==> config.mk <==
export PLATFORM = sky130hd
export DESIGN_NAME = button_debounce_long_press_flat
export DESIGN_NICKNAME = d
export VERILOG_FILES = /design/src/rtl/bdlp_pkg.sv /design/src/rtl/bdlp_in_if.sv /design/src/rtl/bdlp_out_if.sv /design/src/rtl/bdlp_button.sv /design/src/rtl/button_debounce_long_press.sv /design/src/flat_wrapper.sv
export SDC_FILE = /design/constraint.sdc
export NUM_CORES = 1
export LEC_CHECK = 0
export CORE_MARGIN = 5
export CORE_UTILIZATION = 30
export DETAILED_ROUTE_END_ITERATION = 10
export DONT_BUFFER_PORTS = 1
export HOLD_SLACK_MARGIN = 0.15
export SYNTH_ARGS = -nofsm -noshare
export SYNTH_HDL_FRONTEND = slang
export SYNTH_HIERARCHICAL = 1
export SYNTH_SLANG_ARGS = --single-unit
export TNS_END_PERCENT = 10
==> constraint.sdc <==
create_clock -name clk -period 3.98 [get_ports clk]
set_input_delay 0.796 -clock clk [delete_from_list [all_inputs] [get_ports clk]]
set_output_delay 0.796 -clock clk [all_outputs]
set_load 0.02 [all_outputs]
==> src/rtl/bdlp_pkg.sv <==
// Package for the button debouncer with long-press detection.
// Holds phase codes, register indexes, widths and the shared structs.
// No dependencies.
package bdlp_pkg;

    localparam int NUM_BUTTONS = 4;
    localparam int IO_BITS     = 4;
    localparam int DB_W        = 8;
    localparam int HOLD_W      = 16;
    localparam int CNT_W       = 16;
    localparam int CFG_IDX_W   = 2;
    localparam int CFG_DATA_W  = 16;

    localparam logic [DB_W-1:0]   DEBOUNCE_RESET = 8'd10;
    localparam logic [HOLD_W-1:0] HOLD_RESET     = 16'd600;

    typedef enum logic [CFG_IDX_W-1:0] {
        REG_DEBOUNCE = 2'd0,
        REG_HOLD     = 2'd1
    } cfg_reg_t;

    typedef enum logic [2:0] {
        PH_IDLE       = 3'd0,
        PH_PRESS_DB   = 3'd1,
        PH_PRESSED    = 3'd2,
        PH_HELD       = 3'd3,
        PH_RELEASE_DB = 3'd4
    } phase_t;

    typedef struct packed {
        logic [DB_W-1:0]   debounce_ticks;
        logic [HOLD_W-1:0] hold_ticks;
    } cfg_t;

    typedef struct packed {
        logic press;
        logic hold;
    } btn_ev_t;

endpackage

==> src/rtl/bdlp_in_if.sv <==
// Request channel carrying one scan tick of raw active-low button levels.
// Depends on bdlp_pkg.
interface bdlp_in_if;
    logic                            valid;
    logic                            ready;
    logic [bdlp_pkg::IO_BITS-1:0]    raw_buttons_n;

    modport source (output valid, output raw_buttons_n, input ready);
    modport sink   (input valid, input raw_buttons_n, output ready);
endinterface

==> src/rtl/bdlp_out_if.sv <==
// Request channel carrying the per-tick press and hold event vectors.
// Depends on bdlp_pkg.
interface bdlp_out_if;
    logic                            valid;
    logic                            ready;
    logic [bdlp_pkg::IO_BITS-1:0]    press_events;
    logic [bdlp_pkg::IO_BITS-1:0]    hold_events;

    modport source (output valid, output press_events, output hold_events, input ready);
    modport sink   (input valid, input press_events, input hold_events, output ready);
endinterface

==> src/rtl/bdlp_button.sv <==
// Per-button five-phase debounce and long-press machine with its down-counter.
// Depends on bdlp_pkg.
module bdlp_button (
    input  logic             clk,
    input  logic             rst_n,
    input  logic             advance,
    input  logic             released,
    input  bdlp_pkg::cfg_t   cfg,
    output bdlp_pkg::btn_ev_t ev
);

    bdlp_pkg::phase_t                 phase_reg;
    bdlp_pkg::phase_t                 phase_next;
    logic [bdlp_pkg::CNT_W-1:0]       cnt_reg;
    logic [bdlp_pkg::CNT_W-1:0]       cnt_next;
    logic [bdlp_pkg::CNT_W-1:0]       cnt_dec;
    logic [bdlp_pkg::CNT_W-1:0]       db_load;
    logic                             dec_zero;

    assign cnt_dec  = cnt_reg - {{(bdlp_pkg::CNT_W-1){1'b0}}, 1'b1};
    assign dec_zero = (cnt_dec == '0);
    assign db_load  = {{(bdlp_pkg::CNT_W-bdlp_pkg::DB_W){1'b0}}, cfg.debounce_ticks};

    // Next phase and counter
    always_comb
    begin
        phase_next = phase_reg;
        cnt_next   = cnt_reg;
        case (phase_reg)
            bdlp_pkg::PH_IDLE:
            begin
                if (!released)
                begin
                    phase_next = bdlp_pkg::PH_PRESS_DB;
                    cnt_next   = db_load;
                end
            end
            bdlp_pkg::PH_PRESS_DB:
            begin
                cnt_next = cnt_dec;
                if (dec_zero)
                begin
                    if (!released)
                    begin
                        phase_next = bdlp_pkg::PH_PRESSED;
                        cnt_next   = cfg.hold_ticks;
                    end
                    else
                    begin
                        phase_next = bdlp_pkg::PH_IDLE;
                    end
                end
            end
            bdlp_pkg::PH_PRESSED:
            begin
                cnt_next = cnt_dec;
                if (released)
                begin
                    phase_next = bdlp_pkg::PH_RELEASE_DB;
                    cnt_next   = db_load;
                end
                else if (dec_zero)
                begin
                    phase_next = bdlp_pkg::PH_HELD;
                end
            end
            bdlp_pkg::PH_HELD:
            begin
                if (released)
                begin
                    phase_next = bdlp_pkg::PH_RELEASE_DB;
                    cnt_next   = db_load;
                end
            end
            bdlp_pkg::PH_RELEASE_DB:
            begin
                cnt_next = cnt_dec;
                if (dec_zero)
                begin
                    phase_next = released ? bdlp_pkg::PH_IDLE : bdlp_pkg::PH_HELD;
                end
            end
            default:
            begin
                phase_next = bdlp_pkg::PH_IDLE;
            end
        endcase
    end

    // Events for this tick
    always_comb
    begin
        ev = '0;
        case (phase_reg)
            bdlp_pkg::PH_PRESS_DB:
            begin
                ev.press = dec_zero && !released;
            end
            bdlp_pkg::PH_PRESSED:
            begin
                ev.hold = dec_zero && !released;
            end
            default:
            begin
                ev = '0;
            end
        endcase
    end

    always_ff @(posedge clk or negedge rst_n)
    begin
        if (!rst_n)
        begin
            phase_reg <= bdlp_pkg::PH_IDLE;
            cnt_reg   <= '0;
        end
        else if (advance)
        begin
            phase_reg <= phase_next;
            cnt_reg   <= cnt_next;
        end
    end

endmodule

==> src/rtl/button_debounce_long_press.sv <==
// Top level of the four-button debouncer with long-press events.
// Depends on bdlp_pkg, bdlp_in_if, bdlp_out_if and bdlp_button.
//
//  port     | dir  | payload                        | handshake
//  ---------+------+--------------------------------+-------------------------
//  scan     | in   | raw_buttons_n [3:0]            | valid/ready
//  result   | out  | press_events, hold_events[3:0] | valid/ready
//  cfg      | in   | cfg_index, cfg_data [15:0]     | cfg_we, no back-pressure
//
// One scan tick is taken into the input register, evaluated by the button
// machines and written to the result register once it is free: one tick per
// cycle while results are taken. The input and result registers part the two
// sides, so a tick is taken into an empty input register while a result waits.
// Reset loads debounce 10 and hold 600 and puts every button in idle.
module button_debounce_long_press (
    input  logic                             clk,
    input  logic                             rst_n,
    input  logic                             cfg_we,
    input  logic [bdlp_pkg::CFG_IDX_W-1:0]   cfg_index,
    input  logic [bdlp_pkg::CFG_DATA_W-1:0]  cfg_data,
    bdlp_in_if.sink                          scan,
    bdlp_out_if.source                       result
);

    bdlp_pkg::cfg_t                    cfg_reg;
    logic                              scan_valid_reg;
    logic [bdlp_pkg::IO_BITS-1:0]      raw_reg;
    logic                              res_valid_reg;
    logic [bdlp_pkg::IO_BITS-1:0]      press_reg;
    logic [bdlp_pkg::IO_BITS-1:0]      hold_reg;
    logic [bdlp_pkg::IO_BITS-1:0]      press_next;
    logic [bdlp_pkg::IO_BITS-1:0]      hold_next;
    logic                              advance;
    logic                              scan_take;
    bdlp_pkg::btn_ev_t                 ev [bdlp_pkg::NUM_BUTTONS];

    assign advance   = scan_valid_reg && (!res_valid_reg || result.ready);
    assign scan.ready = !scan_valid_reg || advance;
    assign scan_take = scan.valid && scan.ready;

    // Configuration writes; unknown indexes drop
    always_ff @(posedge clk or negedge rst_n)
    begin
        if (!rst_n)
        begin
            cfg_reg.debounce_ticks <= bdlp_pkg::DEBOUNCE_RESET;
            cfg_reg.hold_ticks     <= bdlp_pkg::HOLD_RESET;
        end
        else if (cfg_we)
        begin
            case (cfg_index)
                bdlp_pkg::REG_DEBOUNCE:
                begin
                    cfg_reg.debounce_ticks <= cfg_data[bdlp_pkg::DB_W-1:0];
                end
                bdlp_pkg::REG_HOLD:
                begin
                    cfg_reg.hold_ticks <= cfg_data[bdlp_pkg::HOLD_W-1:0];
                end
                default:
                begin
                end
            endcase
        end
    end

    always_ff @(posedge clk or negedge rst_n)
    begin
        if (!rst_n)
        begin
            scan_valid_reg <= 1'b0;
        end
        else if (scan_take)
        begin
            scan_valid_reg <= 1'b1;
        end
        else if (advance)
        begin
            scan_valid_reg <= 1'b0;
        end
    end

    always_ff @(posedge clk)
    begin
        if (scan_take)
        begin
            raw_reg <= scan.raw_buttons_n;
        end
    end

    genvar b;
    generate
        for (b = 0; b < bdlp_pkg::NUM_BUTTONS; b++)
        begin : g_btn
            logic released;
            if (b < bdlp_pkg::IO_BITS)
            begin : g_io
                assign released = raw_reg[b];
            end
            else
            begin : g_noio
                // no input pin: reads released
                assign released = 1'b1;
            end
            bdlp_button u_btn (
                .clk      (clk),
                .rst_n    (rst_n),
                .advance  (advance),
                .released (released),
                .cfg      (cfg_reg),
                .ev       (ev[b])
            );
        end

        for (b = 0; b < bdlp_pkg::IO_BITS; b++)
        begin : g_out
            if (b < bdlp_pkg::NUM_BUTTONS)
            begin : g_ev
                assign press_next[b] = ev[b].press;
                assign hold_next[b]  = ev[b].hold;
            end
            else
            begin : g_zero
                assign press_next[b] = 1'b0;
                assign hold_next[b]  = 1'b0;
            end
        end
    endgenerate

    always_ff @(posedge clk or negedge rst_n)
    begin
        if (!rst_n)
        begin
            res_valid_reg <= 1'b0;
        end
        else if (advance)
        begin
            res_valid_reg <= 1'b1;
        end
        else if (result.ready)
        begin
            res_valid_reg <= 1'b0;
        end
    end

    always_ff @(posedge clk)
    begin
        if (advance)
        begin
            press_reg <= press_next;
            hold_reg  <= hold_next;
        end
    end

    assign result.valid        = res_valid_reg;
    assign result.press_events = press_reg;
    assign result.hold_events  = hold_reg;

    // A button never reports press and hold in the same tick
    a_no_dual_event: assert property (@(posedge clk) disable iff (!rst_n)
        res_valid_reg |-> ((press_reg & hold_reg) == '0))
        else $error("press and hold on the same button in one tick");

    // A held tick is never lost
    a_tick_kept: assert property (@(posedge clk) disable iff (!rst_n)
        (scan_valid_reg && !advance) |=> scan_valid_reg)
        else $error("pending tick dropped");

    // An evaluated tick always yields a result
    a_result_follows: assert property (@(posedge clk) disable iff (!rst_n)
        advance |=> res_valid_reg)
        else $error("evaluated tick produced no result");

    // Full input stage with a stalled result takes no new request
    a_back_pressure: assert property (@(posedge clk) disable iff (!rst_n)
        (scan_valid_reg && res_valid_reg && !result.ready) |-> !scan.ready)
        else $error("request taken while both stages are full");

endmodule

==> src/flat_wrapper.sv <==
// flat-port wrapper written by rule: the top's interface ports become plain ports
module button_debounce_long_press_flat 
  (clk, rst_n, cfg_we, cfg_index, cfg_data, scan_valid, scan_raw_buttons_n, scan_ready, result_valid, result_press_events, result_hold_events, result_ready);
  bdlp_in_if scan_i ();
  bdlp_out_if result_i ();
  input  logic clk;
  input  logic rst_n;
  input  logic cfg_we;
  input  logic [bdlp_pkg::CFG_IDX_W-1:0] cfg_index;
  input  logic [bdlp_pkg::CFG_DATA_W-1:0] cfg_data;
  input wire logic [$bits(scan_i.valid)-1:0] scan_valid;
  input wire logic [$bits(scan_i.raw_buttons_n)-1:0] scan_raw_buttons_n;
  output wire logic [$bits(scan_i.ready)-1:0] scan_ready;
  output wire logic [$bits(result_i.valid)-1:0] result_valid;
  output wire logic [$bits(result_i.press_events)-1:0] result_press_events;
  output wire logic [$bits(result_i.hold_events)-1:0] result_hold_events;
  input wire logic [$bits(result_i.ready)-1:0] result_ready;
  assign scan_i.valid = scan_valid;
  assign scan_i.raw_buttons_n = scan_raw_buttons_n;
  assign scan_ready = scan_i.ready;
  assign result_valid = result_i.valid;
  assign result_press_events = result_i.press_events;
  assign result_hold_events = result_i.hold_events;
  assign result_i.ready = result_ready;
  button_debounce_long_press u_core (.clk(clk), .rst_n(rst_n), .cfg_we(cfg_we), .cfg_index(cfg_index), .cfg_data(cfg_data), .scan(scan_i), .result(result_i));
endmodule
## Word-level counts from Yosys, hierarchy flattened

Index checks and enable logic that the tools add are counted.

| storage, ports and cells | value |
|---|---|
| bits in registers | 114 |
| input port bits | 27 |
| output and inout bits | 10 |
| word-level logic and storage cells | 165 |

| operators by class | value |
|---|---|
| add/sub/neg operators | 4 |
| equality and inequality tests | 37 |
| multiplexer cells | 64 |
| reduce and logical (&&, ||, !) cells | 39 |

Operators by type and width:

| kind | count |
|---|---|
| 2-to-1 mux 16 bit | 20 |
| one-hot mux 16 bit (5 select lines) | 4 |
| 2-to-1 mux 3 bit | 24 |
| logical NOT 16 bit | 4 |
| subtractor 16 x 1 -> 16 bit (second input constant) | 4 |
| one-hot mux 3 bit (5 select lines) | 4 |
| == test 3 x 2 -> 1 bit (second input constant) | 8 |
| != test 2 bit (second input constant) | 12 |
| AND reduction 6 bit | 4 |
| nonzero test 5 bit | 4 |
| 2-to-1 mux 2 bit | 8 |
| AND reduction 4 bit | 4 |
| == test 3 x 1 -> 1 bit (second input constant) | 4 |
| == test 3 bit (second input constant) | 4 |
| logical NOT 3 bit | 4 |
| != test 3 x 2 -> 1 bit (second input constant) | 4 |
| != test 2 x 1 -> 1 bit (second input constant) | 4 |
| logical AND 1 bit | 6 |
| logical NOT 1 bit | 6 |
| 2-to-1 mux 1 bit | 4 |
| AND reduction 2 bit | 2 |
| nonzero test 2 bit | 2 |
| == test 2 x 1 -> 1 bit (second input constant) | 1 |
| logical NOT 2 bit | 1 |
| logical OR 1 bit | 2 |

## Logic depth before layout (Yosys ltp)

| logic depth | value |
|---|---|
| depth after elaboration | 6 |
| mapped depth | 11 |
| gate-level depth less buffers | 9 |

## Modules after synthesis

The synthesis kept the hierarchy.

Modules (own cells, without submodules):

| module | instances | cells an instance | area an instance (µm²) | seq. area each (µm²) |
|---|---|---|---|---|
| bdlp_button at u_core.g_btn[0].u_btn ... | 2 | 214 | 1766.7 | 475.5 |
| bdlp_button at u_core.g_btn[2].u_btn | 1 | 240 | 1855.5 | 475.5 |
| bdlp_button at u_core.g_btn[3].u_btn | 1 | 221 | 1705.4 | 475.5 |
| button_debounce_long_press | 1 | 71 | 1377.6 | 1018.5 |

## Least setup slack after synthesis

Ideal clock, no wire load.

| timing path | value |
|---|---|
| path kind | input to register |
| start point | input port result_ready |
| end point | register u_core/g_btn[2].u_btn/cnt_reg[0] (netlist bit) |
| library setup time | 0.118 ns |
| arrival time | 3.121 ns |
| required time | 3.862 ns |
| setup slack | 0.741 ns |
| cell stages on the path | 10 |
| path buffers | 1 |
| cell sequence | nand2b_1 and2_1 a21boi_0 nand2_1 or4b_2 clkbuf_1 a2bb2oi_1 o2111ai_1 o21ai_0 a21o_1 |

| on the way | value |
|---|---|
| word-level cells in the longest chain between the ends | 3 |

Ends and longest elaborated chain:

| item | line | RTL |
|---|---|---|
| start, declared | flat_wrapper.sv:17 | `input wire logic [$bits(result_i.ready)-1:0] result_ready;` |
| logical OR 1 bit | button_debounce_long_press.sv:37 | `assign advance = scan_valid_reg && (!res_valid_reg \|\| result.ready);` |
| logical AND 1 bit | button_debounce_long_press.sv:37 |  |
| via u_core.advance | button_debounce_long_press.sv:33 | `logic advance;` |
| AND reduction 4 bit (no source line) | -- |  |
| end signal, assigned | bdlp_button.sv:120 | `cnt_reg <= cnt_next;` |
| end, declared | bdlp_button.sv:14 | `logic [bdlp_pkg::CNT_W-1:0] cnt_reg;` |

The timed path passes the listed nets, and every way through them passes these cells.
A chain may end at the register's enable or synchronous reset.

## Worst setup path in the final report

| timing path | value |
|---|---|
| start point | register u_core/g_btn[3].u_btn/cnt_reg[0] (netlist bit) |
| end point | register u_core/g_btn[3].u_btn/cnt_reg[0] (netlist bit) |

| on the way | value |
|---|---|
| word-level cells in the longest chain between the ends | 4 |
| elaborated cells between the ends (all ways) | 6 |
| those cells by class | 1 x add/sub; 4 x mux; 1 x reduce/logical |

Ends and longest elaborated chain:

| item | line | RTL |
|---|---|---|
| start, declared | bdlp_button.sv:14 |  |
| start signal, assigned | bdlp_button.sv:120 |  |
| subtractor 16 x 1 -> 16 bit * | bdlp_button.sv:20 | `assign cnt_dec = cnt_reg - {{(bdlp_pkg::CNT_W-1){1'b0}}, 1'b1};` |
| logical NOT 16 bit or 2-to-1 mux 16 bit (tied branches) | bdlp_button.sv:21, bdlp_button.sv:43 |  |
| 2-to-1 mux 16 bit | bdlp_button.sv:41 | `if (dec_zero)` |
| one-hot mux 16 bit (5 select lines) * | bdlp_button.sv:29 | `case (phase_reg)` |

Mark *: on every way between the ends. The rest lies on a longest branch, timed or not.

==> results.toml <==
[setup_path]
critPathMaxFanout = 14
critical_path_class = "flop to flop"
arrival_ns = 3.73
worstReg2RegStart = "u_core/g_btn[3].u_btn/cnt_reg[0]$_DFFE_PN0P_"
critPathBufInv = 1
slowest_delay_ns = 0.61
reg2reg_depth = 9
start_kind = "flop"
path_delay_family = "simple AND/OR/NAND/NOR gates"
crit_chain = "inv_1, ha_1, or3b_2, o31ai_1, nand3_1, or4_4, nor3_4, a211oi_1, a211oi_2"
slowest_stage = "or4_4"
cp-end-kind = "flop"
critPathRequiredTime_ns = 4.31
startpoint = "u_core/g_btn[3].u_btn/cnt_reg[0]$_DFFE_PN0P_"
worst-path-stages = 9

[global_route]
grt_first_pass_wirelength_um = 40500
grt_remaining_overflow = 0
grt_usage = 0.161
grt_max_degree = 97
antenna_found_initial = 0
first_global_vias = 7208

[route]
viasPerCell = 5.80
drt_first_pass_iters = 5
top_layer_used = "met4"
met2_length_um = 11800
met3WireLength_um = 1530
post_drt_wl_per_cell_um = 19.6
drc = 0
antenna_left = 0
wirelength_met1_um = 12000
initialDrtViolationCount = 715
routed_wl_um = 26100
vias = 7701

[sta]
finalSetupTns_ns = 0
fin_skew_ns = 0.0106
fmax_mhz = 294
setup_viol = 0
period_share = 0.854
finalHoldViolCount = 0
max_slew_margin = 0.399
worst_pin_slew_ns = 0.900
maxSlewViolCount = 0
rsz0062_at_grt = "false"
fin_crit_ns = 3.40

[synthesis]
yosysWarnings = 6
synth-seq-cells = 114
syn_nets = 995
synth_top_area_cell = "dfrtp_1"
synth_area_mm2 = 0.00847
synthesis.instances = 960
yosysTopAreaCellShare = 0.284
ys.flop_type = "dfrtp_1"
syn_avg_cell_area_um2 = 8.82
yosysSeqAreaShare = 0.345
yosys-top-cells-count = "dfrtp_1, nor2_1, nand2_1"
synth_most_common_cell = "dfrtp_1"
synthArstFlopShare = 0.895
ys_types = 95
synth.area.top_cells = "dfrtp_1, edfxtp_1, mux2_2"
synth_edf_count = 12

[clock_tree]
post_cts_buffers = 0
numCtsBuffers = 17
clk_latency_ns = 0.42
htree_levels = 4
clk_pin_slew_ns = 0.06
root_buffer = "clkbuf_16"
cts_max_path_buffers = 2
cts.sinks = 114
cts_tree = "done"

[floorplan]
die_w_um = 178
die_area_mm2 = 0.0317
io_pins = 37
start_util = 0.304
row_count = 61
die_h_um = 178
design.core.area_mm2 = 0.0279

[job]
drv_cap = 0

[status]
status = "finished, final reports clean"

[finish]
largest_register_ff_count = 64
area_growth_pct = 11.1
fin_util = 0.338
antenna_cells = 0
final_nets = 972
layout-drive-gt1-share = 0.136

[placed_design]
place_congestion = 0.900
hpwl_um = 18000
port-buffer-count = 0

[power_and_ir_drop]
power.density_mw_per_mm2 = 541
cellLeakagePower_nw = 3.49
peakVddDrop_mv = 0.343

[worst_hold_path]
hp-class = "primary input to async pin"
## kinds of logic (layout without fill, tap and decap cells)
kind of cell,Yosys count,count (layout),share of synthesized area
AND/OR/NAND/NOR,387,387,0.270
buffers and inverters,86,76,0.0483
flip-flops,114,114,0.345
AO/OA/AOI/OAI,292,292,0.236
multiplexers,41,41,0.0523
XOR/XNOR,32,32,0.0366
adder cells (fa/ha/maj),8,8,0.0118
## layout by cell type (no fill, tap or decap), types with 8 or more instances in the layout
| master | Yosys | layout |
|---|---|---|
| a31oi_1 | 18 | 18 |
| inv_1 | 30 | 30 |
| a21o_1 | 17 | 17 |
| nand2b_1 | 16 | 16 |
| nor3_1 | 21 | 21 |
| nand2_1 | 77 | 77 |
| o21ai_1 | 21 | 21 |
| a22oi_1 | 14 | 14 |
| edfxtp_1 | 12 | 12 |
| or2_2 | 9 | 9 |
| a32oi_1 | 9 | 9 |
| buf_4 | 2 | 12 |
| dfrtp_1 | 96 | 96 |
| nor2_1 | 78 | 78 |
| a21oi_1 | 56 | 56 |
| clkbuf_16 | 0 | 17 |
| o22ai_1 | 23 | 23 |
| nor2b_1 | 23 | 23 |
| o21ai_0 | 50 | 50 |
| nand3_1 | 30 | 30 |
| ha_1 | 8 | 8 |
| mux2i_1 | 15 | 15 |
| or3_1 | 11 | 11 |
| mux2_2 | 26 | 26 |
| nor4_1 | 17 | 17 |
| xnor2_1 | 20 | 20 |
| xor2_1 | 8 | 8 |
| nand4_1 | 19 | 19 |
| and2_1 | 9 | 8 |
## worst paths after layout
kind | to | slack [ns]
max in group asynchronous | u_core/g_btn[3].u_btn/cnt_reg[10]$_DFFE_PN0P_ | 3.25
max reg2reg | u_core/g_btn[3].u_btn/cnt_reg[0]$_DFFE_PN0P_ | 0.58
min | u_core/cfg_reg[4]$_DFFE_PN1P_ | 0.23
max | u_core/g_btn[3].u_btn/cnt_reg[0]$_DFFE_PN0P_ | 0.58
min reg2reg | u_core/result.valid$_DFFE_PN0P_ | 0.48
min in group clk | u_core/raw_reg[1]$_DFFE_PP_ | 0.47
## per-stage QoR
stage / hold slack (ns) / cell area (um^2) / total power [mW] / setup slack, ns / instances
after CTS: 0.212 / 9410 / 5.07 / 0.594 / 1328
final: 0.227 / 9410 / 5.09 / 0.582 / 1328
after floorplan: 0.449 / 8470 / 2.95 / 0.741 / 960
after detailed placement: 0.475 / 8740 / 3.33 / 0.611 / 1295
after global placement: 0.462 / 8740 / 3.31 / 0.671 / 1295
after global routing: 0.208 / 9410 / 5.33 / 0.327 / 1328
## timing repair
item | 4_1_cts | 5_1_grt
endpoints found under the hold margin | 96 | 0
hold buffers | 1 | 0
resized for setup | 0 | 0
## cell type report
| cell class | count | area (um^2) |
|---|---|---|
| inverters | 31 | 116 |
| well taps | 378 | 473 |
| clock buffers | 22 | 454 |
| flip-flops and latches | 114 | 2920 |
| clock inverters | 10 | 184 |
| fillers | 2869 | 18400 |
| repair buffers | 13 | 118 |
| multi-input cells | 760 | 5140 |
## power by group
group / switching, mW / internal, mW
registers: 0.531 / 1.41
clock network: 0.573 / 1.13
logic: 0.796 / 0.648
## routing by layer
metal | GRT usage | vias up
met5 | 0 | -
met4 | 0.0603 | 0
met3 | 0.0303 | 42
met2 | 0.244 | 231
met1 | 0.228 | 3832
li1 | - | 3596
No activity file was read; power rests on OpenSTA's default activity.
